==> config.mk <==
export PLATFORM = sky130hd
export DESIGN_NAME = linear_interp_resampler_top
export DESIGN_NICKNAME = d
export VERILOG_FILES = /design/src/design/lir_pkg.sv /design/src/design/linear_interp_resampler_top.sv /design/src/design/lir_ctrl.sv /design/src/design/lir_datapath.sv
export SDC_FILE = /design/constraint.sdc
export NUM_CORES = 2
export LEC_CHECK = 0
export BUFFER_PORTS_ARGS = -buffer_cell sky130_fd_sc_hd__buf_4
export CELL_PAD_IN_SITES_DETAIL_PLACEMENT = 0
export CELL_PAD_IN_SITES_GLOBAL_PLACEMENT = 1
export CORE_AREA = 2 2 208 313
export DETAILED_ROUTE_END_ITERATION = 10
export DIE_AREA = 0 0 210 315
export GPL_TIMING_DRIVEN = 0
export PLACE_DENSITY = 0.86
export SLEW_MARGIN = 20
export SYNTH_ARGS = -nofsm -noshare
export SYNTH_HDL_FRONTEND = slang
export SYNTH_HIERARCHICAL = 1
export SYNTH_SLANG_ARGS = --single-unit
export TNS_END_PERCENT = 30
==> constraint.sdc <==
create_clock -name clk -period 8.21 [get_ports clk]
set_input_delay 0.4105 -clock clk [delete_from_list [all_inputs] [get_ports clk]]
set_output_delay 0.4105 -clock clk [all_outputs]
set_load 0.02 [all_outputs]
==> src/design/lir_pkg.sv <==
// ----------------------------------------------------------------------------
// lir_pkg
// Shared constants, register indexes and controller/datapath interface types
// for the linear interpolation resampler.
// ----------------------------------------------------------------------------
`timescale 1ns / 1ps
`default_nettype none

package lir_pkg;

  // Output counter width and per-sample burst cap.
  localparam int COUNT_BITS = 24;
  localparam int MAX_BURST  = 64;
  localparam int BURST_BITS = $clog2(MAX_BURST + 1);
  localparam int LEN_BITS   = 24;
  localparam int CMP_BITS   = (COUNT_BITS > LEN_BITS) ? COUNT_BITS : LEN_BITS;

  // Configuration register indexes.
  localparam int CFG_INDEX_BITS = 2;
  localparam logic [CFG_INDEX_BITS-1:0] CFG_PHASE_STEP    = 2'd0;
  localparam logic [CFG_INDEX_BITS-1:0] CFG_SAMPLE_FORMAT = 2'd1;
  localparam logic [CFG_INDEX_BITS-1:0] CFG_OUTPUT_LENGTH = 2'd2;

  // Configuration reset values.
  localparam logic [16:0]         PHASE_STEP_RESET    = 17'd65536;
  localparam logic                SAMPLE_FORMAT_RESET = 1'b0;
  localparam logic [LEN_BITS-1:0] OUTPUT_LENGTH_RESET = '0;

  // Sample format codes.
  localparam logic FMT_U8  = 1'b0;
  localparam logic FMT_S16 = 1'b1;

  // Bias that makes the scaled sum non-negative before the constant divide.
  // 8-bit:  q = floor((N + 127) / 255) - 32768.
  // 16-bit: q = floor((M + 32769 * 65535) / 65535) - 32768.
  localparam logic signed [33:0] BIAS_U8  = 34'sd127;
  localparam logic signed [33:0] BIAS_S16 = 34'sd2147516415;
  localparam logic [16:0] DIV_S16 = 17'd65535;
  localparam logic [8:0]  DIV_U8  = 9'd255;

  // Command from the controller to the datapath: one output to compute.
  typedef struct packed {
    logic        valid;
    logic        fmt;
    logic [15:0] a;
    logic [15:0] b;
    logic [15:0] frac;
    logic        last;
  } lir_cmd_t;

  // Status from the datapath back to the controller.
  typedef struct packed {
    logic advance;
  } lir_status_t;

endpackage

`default_nettype wire

==> src/design/linear_interp_resampler_top.sv <==
// A sample that opens a pair reaches the output through the PAIR state, the command
// register and the s1, s2 and output registers of the datapath. The controller takes
// a sample only in IDLE and issues outputs in PAIR or FILL as the datapath advances;
// a pair cut by the burst cap or the output count, and a fill, close on an empty step.
// Beats leave one per cycle unless m_tready is low, which stalls the 3-stage pipeline.
// Reset (rst, synchronous): clears stream state and loads the register reset values.
// ----------------------------------------------------------------------------
// linear_interp_resampler_top
// Linear interpolation sample rate converter with Q1.15 output, holding the
// configuration registers and joining the controller to the datapath.
// ----------------------------------------------------------------------------
`timescale 1ns / 1ps
`default_nettype none

module linear_interp_resampler_top (
  input  wire logic                                clk,
  input  wire logic                                rst,
  input  wire logic                                s_tvalid,
  output logic                                     s_tready,
  input  wire logic [15:0]                         s_tdata,   // [15:0] sample_in
  input  wire logic                                s_tlast,   // last_sample
  output logic                                     m_tvalid,
  input  wire logic                                m_tready,
  output logic [15:0]                              m_tdata,   // [15:0] sample_out
  output logic                                     m_tlast,   // last_out
  input  wire logic                                cfg_we,
  input  wire logic [lir_pkg::CFG_INDEX_BITS-1:0]  cfg_index,
  input  wire logic [23:0]                         cfg_wdata
);

  logic [16:0]                      phase_step;
  logic                             sample_format;
  logic [lir_pkg::LEN_BITS-1:0]     output_length;
  lir_pkg::lir_cmd_t                cmd;
  lir_pkg::lir_status_t             status;

  // Configuration registers; unknown indexes are ignored.
  always_ff @(posedge clk) begin
    if (rst) begin
      phase_step    <= lir_pkg::PHASE_STEP_RESET;
      sample_format <= lir_pkg::SAMPLE_FORMAT_RESET;
      output_length <= lir_pkg::OUTPUT_LENGTH_RESET;
    end else if (cfg_we) begin
      case (cfg_index)
        lir_pkg::CFG_PHASE_STEP:    phase_step    <= cfg_wdata[16:0];
        lir_pkg::CFG_SAMPLE_FORMAT: sample_format <= cfg_wdata[0];
        lir_pkg::CFG_OUTPUT_LENGTH: output_length <= cfg_wdata[lir_pkg::LEN_BITS-1:0];
        default: begin
        end
      endcase
    end
  end

  // Sequencing of pairs and fill outputs.
  lir_ctrl u_ctrl (
    .clk           (clk),
    .rst           (rst),
    .in_valid      (s_tvalid),
    .in_ready      (s_tready),
    .in_sample     (s_tdata),
    .in_last       (s_tlast),
    .phase_step    (phase_step),
    .sample_format (sample_format),
    .output_length (output_length),
    .status        (status),
    .cmd           (cmd)
  );

  // Interpolation, scaling and output register.
  lir_datapath u_datapath (
    .clk        (clk),
    .rst        (rst),
    .cmd        (cmd),
    .status     (status),
    .out_valid  (m_tvalid),
    .out_ready  (m_tready),
    .out_sample (m_tdata),
    .out_last   (m_tlast)
  );

endmodule

`default_nettype wire

==> src/design/lir_ctrl.sv <==
// ----------------------------------------------------------------------------
// lir_ctrl
// Controller: accepts source samples, walks the phase across each sample pair,
// fills the tail of the sound and issues one conversion command per output.
// ----------------------------------------------------------------------------
`timescale 1ns / 1ps
`default_nettype none

module lir_ctrl (
  input  wire logic                             clk,
  input  wire logic                             rst,
  input  wire logic                             in_valid,
  output logic                                  in_ready,
  input  wire logic [15:0]                      in_sample,
  input  wire logic                             in_last,
  input  wire logic [16:0]                      phase_step,
  input  wire logic                             sample_format,
  input  wire logic [lir_pkg::LEN_BITS-1:0]     output_length,
  input  wire lir_pkg::lir_status_t             status,
  output lir_pkg::lir_cmd_t                     cmd
);

  typedef enum logic [1:0] {
    IDLE,
    PAIR,
    FILL
  } state_t;

  state_t state;

  logic [15:0]                          cur_sample;
  logic                                 cur_last;
  logic [15:0]                          prev_sample;
  logic                                 have_prev;
  logic [15:0]                          phase_frac;
  logic [1:0]                           skip_count;
  logic [lir_pkg::COUNT_BITS-1:0]       emitted;
  logic [lir_pkg::BURST_BITS-1:0]       burst;

  logic [lir_pkg::COUNT_BITS-1:0]       emitted_inc;
  logic [lir_pkg::BURST_BITS-1:0]       burst_inc;
  logic                                 room_now;
  logic                                 room_after;
  logic [17:0]                          phase_sum;
  logic                                 advance_pair;
  logic                                 pair_final;
  logic                                 issue;

  assign in_ready = (state == IDLE);

  // An output is issued in this cycle when there is room for it.
  assign issue = ((state == PAIR) || (state == FILL)) && room_now;

  // Room checks for this output and for the one after it.
  always_comb begin
    emitted_inc = emitted + lir_pkg::COUNT_BITS'(1);
    burst_inc   = burst + lir_pkg::BURST_BITS'(1);
    room_now    = (burst < lir_pkg::BURST_BITS'(lir_pkg::MAX_BURST)) &&
                  (lir_pkg::CMP_BITS'(emitted) < lir_pkg::CMP_BITS'(output_length));
    room_after  = (burst_inc < lir_pkg::BURST_BITS'(lir_pkg::MAX_BURST)) &&
                  (lir_pkg::CMP_BITS'(emitted_inc) < lir_pkg::CMP_BITS'(output_length));
  end

  // Phase step and the last-beat decision for an interpolated output.
  // Only a last sample marks a beat, and only when no fill beat follows.
  always_comb begin
    phase_sum    = {2'b00, phase_frac} + {1'b0, phase_step};
    advance_pair = |phase_sum[17:16];
    pair_final   = cur_last && !room_after;
  end

  // State, stream state and the registered command.
  always_ff @(posedge clk) begin
    if (rst) begin
      state       <= IDLE;
      prev_sample <= '0;
      have_prev   <= 1'b0;
      phase_frac  <= '0;
      skip_count  <= '0;
      emitted     <= '0;
      burst       <= '0;
      cmd.valid   <= 1'b0;
    end else begin
      if (status.advance) begin
        cmd.valid <= issue;
      end
      case (state)
        IDLE: begin
          if (in_valid) begin
            cur_sample <= in_sample;
            cur_last   <= in_last;
            burst      <= '0;
            if (have_prev && (skip_count == 2'd0)) begin
              state <= PAIR;
            end else begin
              if (have_prev) begin
                skip_count <= skip_count - 2'd1;
              end
              prev_sample <= in_sample;
              have_prev   <= 1'b1;
              state       <= in_last ? FILL : IDLE;
            end
          end
        end
        PAIR: begin
          if (!room_now) begin
            prev_sample <= cur_sample;
            state       <= cur_last ? FILL : IDLE;
          end else if (status.advance) begin
            cmd.fmt    <= sample_format;
            cmd.a      <= prev_sample;
            cmd.b      <= cur_sample;
            cmd.frac   <= phase_frac;
            cmd.last   <= pair_final;
            burst      <= burst_inc;
            emitted    <= emitted_inc;
            phase_frac <= phase_sum[15:0];
            if (advance_pair) begin
              skip_count  <= phase_sum[17:16] - 2'd1;
              prev_sample <= cur_sample;
              state       <= cur_last ? FILL : IDLE;
            end
          end
        end
        FILL: begin
          if (!room_now) begin
            // End of sound: the stream state returns to its reset value.
            prev_sample <= '0;
            have_prev   <= 1'b0;
            phase_frac  <= '0;
            skip_count  <= '0;
            emitted     <= '0;
            state       <= IDLE;
          end else if (status.advance) begin
            cmd.fmt   <= sample_format;
            cmd.a     <= prev_sample;
            cmd.b     <= prev_sample;
            cmd.frac  <= '0;
            cmd.last  <= !room_after;
            burst     <= burst_inc;
            emitted   <= emitted_inc;
          end
        end
        default: begin
          state <= IDLE;
        end
      endcase
    end
  end

endmodule

`default_nettype wire

==> src/design/lir_datapath.sv <==
// ----------------------------------------------------------------------------
// lir_datapath
// Three-stage conversion pipeline: interpolation multiply, biased sum with a
// first digit fold, then the constant divide finish, saturation and the
// output register. The whole pipeline stalls while an output beat waits.
// ----------------------------------------------------------------------------
`timescale 1ns / 1ps
`default_nettype none

module lir_datapath (
  input  wire logic                 clk,
  input  wire logic                 rst,
  input  wire lir_pkg::lir_cmd_t    cmd,
  output lir_pkg::lir_status_t      status,
  output logic                      out_valid,
  input  wire logic                 out_ready,
  output logic [15:0]               out_sample,
  output logic                      out_last
);

  logic                advance;

  // Stage 0 operands.
  logic signed [16:0]  a_ext;
  logic signed [16:0]  b_ext;
  logic signed [17:0]  diff;
  logic signed [34:0]  prod_full;

  // Stage 1 registers.
  logic                s1_valid;
  logic                s1_fmt;
  logic                s1_last;
  logic signed [16:0]  s1_a;
  logic signed [33:0]  s1_prod;

  // Stage 1 to 2 logic.
  logic signed [33:0]  acc;
  logic signed [33:0]  biased;
  logic [16:0]         q0;
  logic [17:0]         r0;

  // Stage 2 registers.
  logic                s2_valid;
  logic                s2_fmt;
  logic                s2_last;
  logic [16:0]         s2_q0;
  logic [17:0]         s2_r0;

  // Stage 2 to output logic.
  logic [9:0]          q1;
  logic [10:0]         r1_u8;
  logic [16:0]         r1_s16;
  logic [2:0]          q2;
  logic [8:0]          r2;
  logic                corr;
  logic [17:0]         quot;
  logic [15:0]         result;

  assign advance        = !out_valid || out_ready;
  assign status.advance = advance;

  // Operands in the selected format; the pair is a + (b - a) * f / 65536.
  always_comb begin
    if (cmd.fmt == lir_pkg::FMT_S16) begin
      a_ext = {cmd.a[15], cmd.a};
      b_ext = {cmd.b[15], cmd.b};
    end else begin
      a_ext = {9'b0, cmd.a[7:0]};
      b_ext = {9'b0, cmd.b[7:0]};
    end
    diff      = {b_ext[16], b_ext} - {a_ext[16], a_ext};
    prod_full = diff * $signed({1'b0, cmd.frac});
  end

  // Weighted sum, bias, and the first fold of the constant divide.
  always_comb begin
    acc    = $signed({s1_a[16], s1_a, 16'h0000}) + s1_prod;
    biased = acc + ((s1_fmt == lir_pkg::FMT_S16) ? lir_pkg::BIAS_S16 : lir_pkg::BIAS_U8);
    if (s1_fmt == lir_pkg::FMT_S16) begin
      q0 = biased[32:16];
      r0 = {2'b00, biased[15:0]} + {1'b0, q0};
    end else begin
      q0 = biased[24:8];
      r0 = {10'b0, biased[7:0]} + {1'b0, q0};
    end
  end

  // Remaining folds, final correction and saturation to Q1.15.
  always_comb begin
    r1_u8  = '0;
    r1_s16 = '0;
    q2     = '0;
    r2     = '0;
    if (s2_fmt == lir_pkg::FMT_S16) begin
      q1     = {8'b0, s2_r0[17:16]};
      r1_s16 = {1'b0, s2_r0[15:0]} + {15'b0, s2_r0[17:16]};
      corr   = (r1_s16 >= lir_pkg::DIV_S16);
    end else begin
      q1    = s2_r0[17:8];
      r1_u8 = {3'b000, s2_r0[7:0]} + {1'b0, q1};
      q2    = r1_u8[10:8];
      r2    = {1'b0, r1_u8[7:0]} + {6'b0, q2};
      corr  = (r2 >= lir_pkg::DIV_U8);
    end
    quot = {1'b0, s2_q0} + {8'b0, q1} + {15'b0, q2} + {17'b0, corr};
    if (quot[17:16] != 2'b00) begin
      result = 16'h7fff;
    end else begin
      result = quot[15:0] ^ 16'h8000;
    end
  end

  // Pipeline valid bits.
  always_ff @(posedge clk) begin
    if (rst) begin
      s1_valid  <= 1'b0;
      s2_valid  <= 1'b0;
      out_valid <= 1'b0;
    end else if (advance) begin
      s1_valid  <= cmd.valid;
      s2_valid  <= s1_valid;
      out_valid <= s2_valid;
    end
  end

  // Pipeline payload.
  always_ff @(posedge clk) begin
    if (advance) begin
      s1_fmt     <= cmd.fmt;
      s1_last    <= cmd.last;
      s1_a       <= a_ext;
      s1_prod    <= prod_full[33:0];
      s2_fmt     <= s1_fmt;
      s2_last    <= s1_last;
      s2_q0      <= q0;
      s2_r0      <= r0;
      out_sample <= result;
      out_last   <= s2_last;
    end
  end

endmodule

`default_nettype wire

=== After elaboration in Yosys (flattened, before gate mapping) ===
Index checks and enable logic that the tools add are counted.

* Memories kept: 0
* Flip-flop bits (word level): 287
* Memory bits (read-only): 0
* Word-level logic and storage cells: 155
* Latch bits: 0
* Bits in writable memories: 0

* Bitwise logic cells: 2
* Divide/modulo/power cells: 0
* Eq/ne operators: 17
* Add/sub/neg operators: 16
* Multiply operators: 1
* $lt $le $gt $ge: 6
* Shifts and indexed selects: 0
* Reductions and logical operators: 31
* Multiplexer cells: 51

{| class="wikitable"
|+ Operators with widths
! operator !! count
|-
| 2-to-1 mux 50 bit || 4
|-
| 2-to-1 mux 16 bit || 8
|-
| case mux 50 bit (2 select lines) || 1
|-
| 2-to-1 mux 24 bit || 3
|-
| adder 33 bit || 2
|-
| 2-to-1 mux 17 bit || 3
|-
| less-than comparator 24 bit || 2
|-
| case mux 16 bit (3 select lines) || 1
|-
| case mux 24 bit (2 select lines) || 1
|-
| adder 16 x 17 -> 18 bit || 2
|-
| multiplier 18 x 17 -> 33 bit || 1
|-
| 2-to-1 mux 32 bit || 1
|-
| case mux 16 bit (2 select lines) || 1
|-
| 2-to-1 mux 2 bit || 14
|-
| adder 24 x 1 -> 24 bit (second input constant) || 1
|-
| 2-to-1 mux 7 bit || 3
|-
| adder 17 x 10 -> 18 bit || 1
|-
| adder 18 x 1 -> 18 bit || 1
|-
| adder 18 x 3 -> 18 bit || 1
|-
| adder 8 x 17 -> 18 bit || 1
|-
| 2-to-1 mux 18 bit || 1
|-
| subtractor 17 x 17 -> 18 bit || 1
|-
| adder 16 x 2 -> 17 bit || 1
|-
| >= comparator 17 x 16 -> 1 bit (second input constant) || 1
|-
| other kinds (30) || 68
|}

=== Longest topological paths before layout ===
* Word-level depth: 8
* Gate-level depth with buffers: 36

=== By module ===
The synthesis kept the hierarchy.

{| class="wikitable"
|+ Modules (own cells, without submodules)
! module !! times used !! cells an instance !! area an instance (um^2)
|-
| lir_datapath || 1 || 2082 || 19377.3
|-
| lir_ctrl || 1 || 784 || 7838.8
|-
| linear_interp_resampler_top || 1 || 168 || 1780.5
|}

=== Worst setup path after synthesis ===
OpenSTA, ideal clock, no wires.

* Kind: register to register
* Start: register u_ctrl/cmd[49] (netlist name)
* End: register u_datapath.s1_prod[32], data pin
* Clock period less this slack: 8.252 ns
* Slack: -0.042 ns
* Path buffers: 2
* Arrival: 7.984 ns
* Required time: 7.942 ns
* Cell stages (with the launch flop): 31
* Cells stage by stage: edfxtp_1 -> clkbuf_1 -> nand2_1 -> ha_1 -> or3_1 -> a211oi_1 -> nor3_1 -> o31a_1 -> o31ai_1 -> clkbuf_1 -> nand2_1 -> fa_1 -> fa_1 -> fa_1 -> inv_1 -> fa_1 -> fa_1 -> inv_1 -> fa_1 -> inv_1 -> ha_1 -> nand3_1 -> or2_2 -> o311ai_0 -> nand2_1 -> a211o_1 -> a31oi_1 -> nand4_1 -> nand4b_1 -> a21oi_1 -> xnor3_1

* Word-level cells in the longest chain between the ends: 3
* Elaborated cells between the ends (all ways): 4
* Those cells by class: 1 x add/sub; 1 x mul; 2 x mux

{| class="wikitable"
|+ Ends and longest elaborated chain
! item !! RTL line !! source
|-
| 2-to-1 mux 17 bit || lir_datapath.sv:64 || <nowiki>if (cmd.fmt == lir_pkg::FMT_S16) begin</nowiki>
|-
| subtractor 17 x 17 -> 18 bit (*) || lir_datapath.sv:71 || <nowiki>diff = {b_ext[16], b_ext} - {a_ext[16], a_ext};</nowiki>
|-
| multiplier 18 x 17 -> 33 bit (*) || lir_datapath.sv:72 || <nowiki>prod_full = diff * $signed({1'b0, cmd.frac});</nowiki>
|-
| via u_datapath.prod_full[32] || lir_datapath.sv:27 || <nowiki>logic signed [34:0] prod_full;</nowiki>
|-
| to (signal assigned) || lir_datapath.sv:132 || <nowiki>s1_prod <= prod_full[33:0];</nowiki>
|-
| to (decl) || lir_datapath.sv:34 || <nowiki>logic signed [33:0] s1_prod;</nowiki>
|}

Mark *: on every way through the listed nets, which the timed path passes. The rest lies on a longest branch.
A chain may end at the register's enable or synchronous reset.

=== Worst setup path in the final report ===
* Start: register u_ctrl/cmd[17] (netlist name)
* End: register u_datapath.s1_prod[32], data pin

* Word-level cells in the longest chain between the ends: 3

{| class="wikitable"
|+ Ends and longest elaborated chain
! item !! RTL line
|-
| 2-to-1 mux 17 bit || lir_datapath.sv:64
|-
| subtractor 17 x 17 -> 18 bit || lir_datapath.sv:71
|-
| multiplier 18 x 17 -> 33 bit || lir_datapath.sv:72
|-
| via u_datapath.prod_full[32] || lir_datapath.sv:27
|}

The timed path passes the listed nets, and every way through them passes these cells.

==> run summary <==
The final max-slew violation count came out at 0. The number of max-cap violations came out at 0. The CTS tree is done.

The final routed wire length divided by cell count is 18.0 um. The routed design has 72600 um of wire. The first-pass iteration count of the detailed router came out at 6.

The count of antenna-violating nets left after detailed routing came out at 0. For this run, the total global-route usage over all layers was measured as 0.224. The slew at the pin closest to its max-slew limit came out at 911 ps. After synthesis, the netlist uses 90 different library cells.

Sorting the synthesized cells by area gives the leading types as sky130_fd_sc_hd__fa_1 20%, sky130_fd_sc_hd__edfxtp_1 18%, sky130_fd_sc_hd__ha_1 12%. The final cell count without fillers came out at 4030. After filler insertion, the fill cell instance count of the layout stands at 5855. On the critical path, the stage with the largest delay is an instance of sky130_fd_sc_hd__fa_1. The post-synthesis instance area is 0.0290 mm^2. The total core area came out at 0.0638 mm^2. The flow ran to the end, and the final reports show no timing, DRC or antenna violations.

After synthesis, the share of flip-flops with an asynchronous set or reset is 0. Along the worst path, the maximum fanout reaches 5. The initial antenna violation count came out at 0. The effective utilization at floorplan came out at 0.455. STA puts the critical path data required time at 8570 ps. The synthesis-stage register bit count is 286. The type of the worst setup path is reg -> reg. The final setup violation count came out at 0. The number of DRC violations after detailed routing came out at 0. The delay of the slowest critical-path stage is around 540 ps. Setup slack closes at 96.8 ps. The most common flop cell mapped by yosys is sky130_fd_sc_hd__edfxtp_1. The number of buffers created by CTS is 29. The full die area is 0.0662 mm^2. The fraction of the yosys area taken by sequential cells came out at 0.257. The final weighted congestion in routability-driven placement is 0.959.

The synthesis-to-finish area growth came out at 12.9%. Counting along the longest clock path gives a buffer depth of 3. The floorplan has 114 rows. Entering global routing, the biggest net connects 53 pins. The kind of end point of the critical path is a register. The post-route clock period utilization came out at 0.988.

In this run the clock root is driven by a sky130_fd_sc_hd__clkbuf_16. The register clock-pin slew on the reported worst setup and hold paths came out at about 60 ps. The minimum setup slack after placement came out at -1740 ps. Based on the critical path, the design can be clocked at up to ~120 MHz. Each instance of the synthesized netlist takes up on average 9.56 um^2. The height of the die came out at 315 um.

The via count of the first global-routing pass came out at 22800. The number of DRC violations after detailed-routing iteration 0 is between 800 and 900. The deepest level of the CTS H-tree is 1. The final setup skew is 37.1 ps.

The number of placed instances, taps included, is between 3000 and 4000. The count of nets after finishing came out at 3809. From left edge to right edge, the die measures 210 um.

The total half-perimeter wirelength after legalization and detailed placement came out at 59600 um. STA classifies the critical path startpoint as a register. The number of warnings printed during yosys synthesis came out at 6. Port buffering added 66 buffers. The hold slack came out at 57.6 ps. The data arrival at the endpoint of the critical path came out at around 8500 ps. The commonest cells after synthesis are 453 x sky130_fd_sc_hd__inv_1, 290 x sky130_fd_sc_hd__fa_1, 277 x sky130_fd_sc_hd__ha_1.

sky130_fd_sc_hd__inv_1 is the most common cell in the netlist. The count of final hold-check violations came out at 0. Of all cell types, the one taking the most synthesized area is sky130_fd_sc_hd__fa_1. Setup repair after global routing could not meet its margin everywhere.

The sum of overflow across all layers after global routing is 0. 67 I/O pins were placed. The final sum of negative setup slack is 0 ps. Measured against its own limit, the worst slew margin works out to 0.392. The minimum clock period came out at 8110 ps. The number of enable-type register cells in the synthesized netlist is 172. The average vias per placed instance came out at approximately 5.3. The post-synthesis cell count is 3034. Counting every sink on the clock net gives between 200 and 300. The wire length of the first global-routing pass came out at approximately 120000 um. The path class of the lowest-slack min-delay path is in -> reg. The fraction of synthesized cell area taken by the top area cell type is 0.200.

Of the cells placed in the final design, the portion with a size suffix greater than 1 is 0.108. The total via count in the routed design is 21500. Clock latency on the worst-skew pair, taken at its later pin, is 620 ps. Counting every net in the synthesized netlist gives about 3600. The cell that appears most often on the critical path is sky130_fd_sc_hd__fa_1.
==> flip-flops by register name, indices dropped and copies added (netlist names), 2 cells and up <==
signal,cells
u_datapath/s1_a,16
u_datapath/s1_prod,33
u_datapath/s2_r0,18
output_length,24
u_ctrl/burst,7
u_ctrl/emitted,24
u_datapath/s2_q0,17
u_ctrl/phase_frac,16
phase_step,17
u_ctrl/state,2
u_ctrl/skip_count,2
u_datapath/out_sample,16
u_ctrl/prev_sample,16
u_ctrl/cmd,51
u_ctrl/cur_sample,16
==> per-layer routing <==
layer / wire length, um / track usage / share of wire / vias to the layer above
li1: - / - / - / 10400
met5: 0 / 0 / 0 / -
met4: 4400 / 0.121 / 0.061 / 0
met3: 2270 / 0.0217 / 0.031 / 188
met2: 40200 / 0.453 / 0.55 / 480
met1: 25700 / 0.220 / 0.35 / 10500
==> path summary, 6_finish.rpt <==
kind / cells past startpoint / slack [ps] / start / to
hold reg to reg: 0 / 430 / u_datapath/s1_last$_DFFE_PP_ / u_datapath/s2_last$_DFFE_PP_
hold / removal: 2 / 60 / rst / u_datapath/out_valid$_SDFFE_PP0P_
setup / recovery: 34 / 100 / u_ctrl/cmd[17]$_DFFE_PP_ / u_datapath/s1_prod[32]$_DFFE_PP_
setup reg to reg: 34 / 100 / u_ctrl/cmd[17]$_DFFE_PP_ / u_datapath/s1_prod[32]$_DFFE_PP_
==> final cells by class <==
type	count	area (um^2)	area share
plain buffers	98	524	0.0160
clock inverters	17	194	0.00592
diodes	1	2.50	0.0000764
clock buffers	37	796	0.0243
inverters	453	1700	0.0519
well taps	812	1020	0.0310
repair buffers	130	1100	0.0335
multi-input cells	2196	20000	0.610
flip-flops and latches	286	7450	0.227
==> through the flow <==
step                instance area [um^2]   util
floorplan                          29000      -
global route                       32700  0.514
CTS                                32400  0.508
finish                             32700  0.514
detailed placement                 30600  0.480
global placement                   30500  0.479
==> layout by cell type (no fill, tap or decap), types with 108 or more instances in the layout <==
cell type                    n
sky130_fd_sc_hd__inv_1     447
sky130_fd_sc_hd__buf_4     110
sky130_fd_sc_hd__dfxtp_1   114
sky130_fd_sc_hd__fa_1      285
sky130_fd_sc_hd__ha_1      266
sky130_fd_sc_hd__nor2_1    144
sky130_fd_sc_hd__and2_1    124
sky130_fd_sc_hd__xnor2_1   108
sky130_fd_sc_hd__a21oi_1   147
sky130_fd_sc_hd__nand2_1   265
sky130_fd_sc_hd__edfxtp_1  172
==> critical path: cells and delay by family (launching register included) <==
family	cells	cell delay [ps]
flops	1	360
buf+inv	6	460
fa+ha+maj	9	3790
compound gates	9	1790
simple gates	8	1130
xor+xnor	2	330
==> kinds of logic (layout without fill, tap and decap cells) <==
| group | after synthesis | after routing | share of synthesized area |
|---|---|---|---|
| XOR/XNOR | 169 | 169 | 0.0515 |
| buffers and inverters | 552 | 735 | 0.0735 |
| flip-flops | 286 | 286 | 0.257 |
| AO/OA/AOI/OAI | 484 | 484 | 0.111 |
| adder cells (fa/ha/maj) | 567 | 567 | 0.320 |
| AND/OR/NAND/NOR | 890 | 890 | 0.157 |
| other | 0 | 1 | 0 |
| multiplexers | 86 | 86 | 0.0308 |
==> timing repair <==
item / in CTS / in global routing
endpoints found under the hold margin: 17 / 0
pin swaps: 30 / 49
endpoints found under the setup margin: 20 / 24
gates resized for setup: 87 / 57
buffers inserted: 20 / 23
hold buffers: 17 / 0
gates cloned: 0 / 0
Power is left out: the tool's default activity adds up to more than one toggle a clock period on the data nets, which glitch-free logic cannot reach.
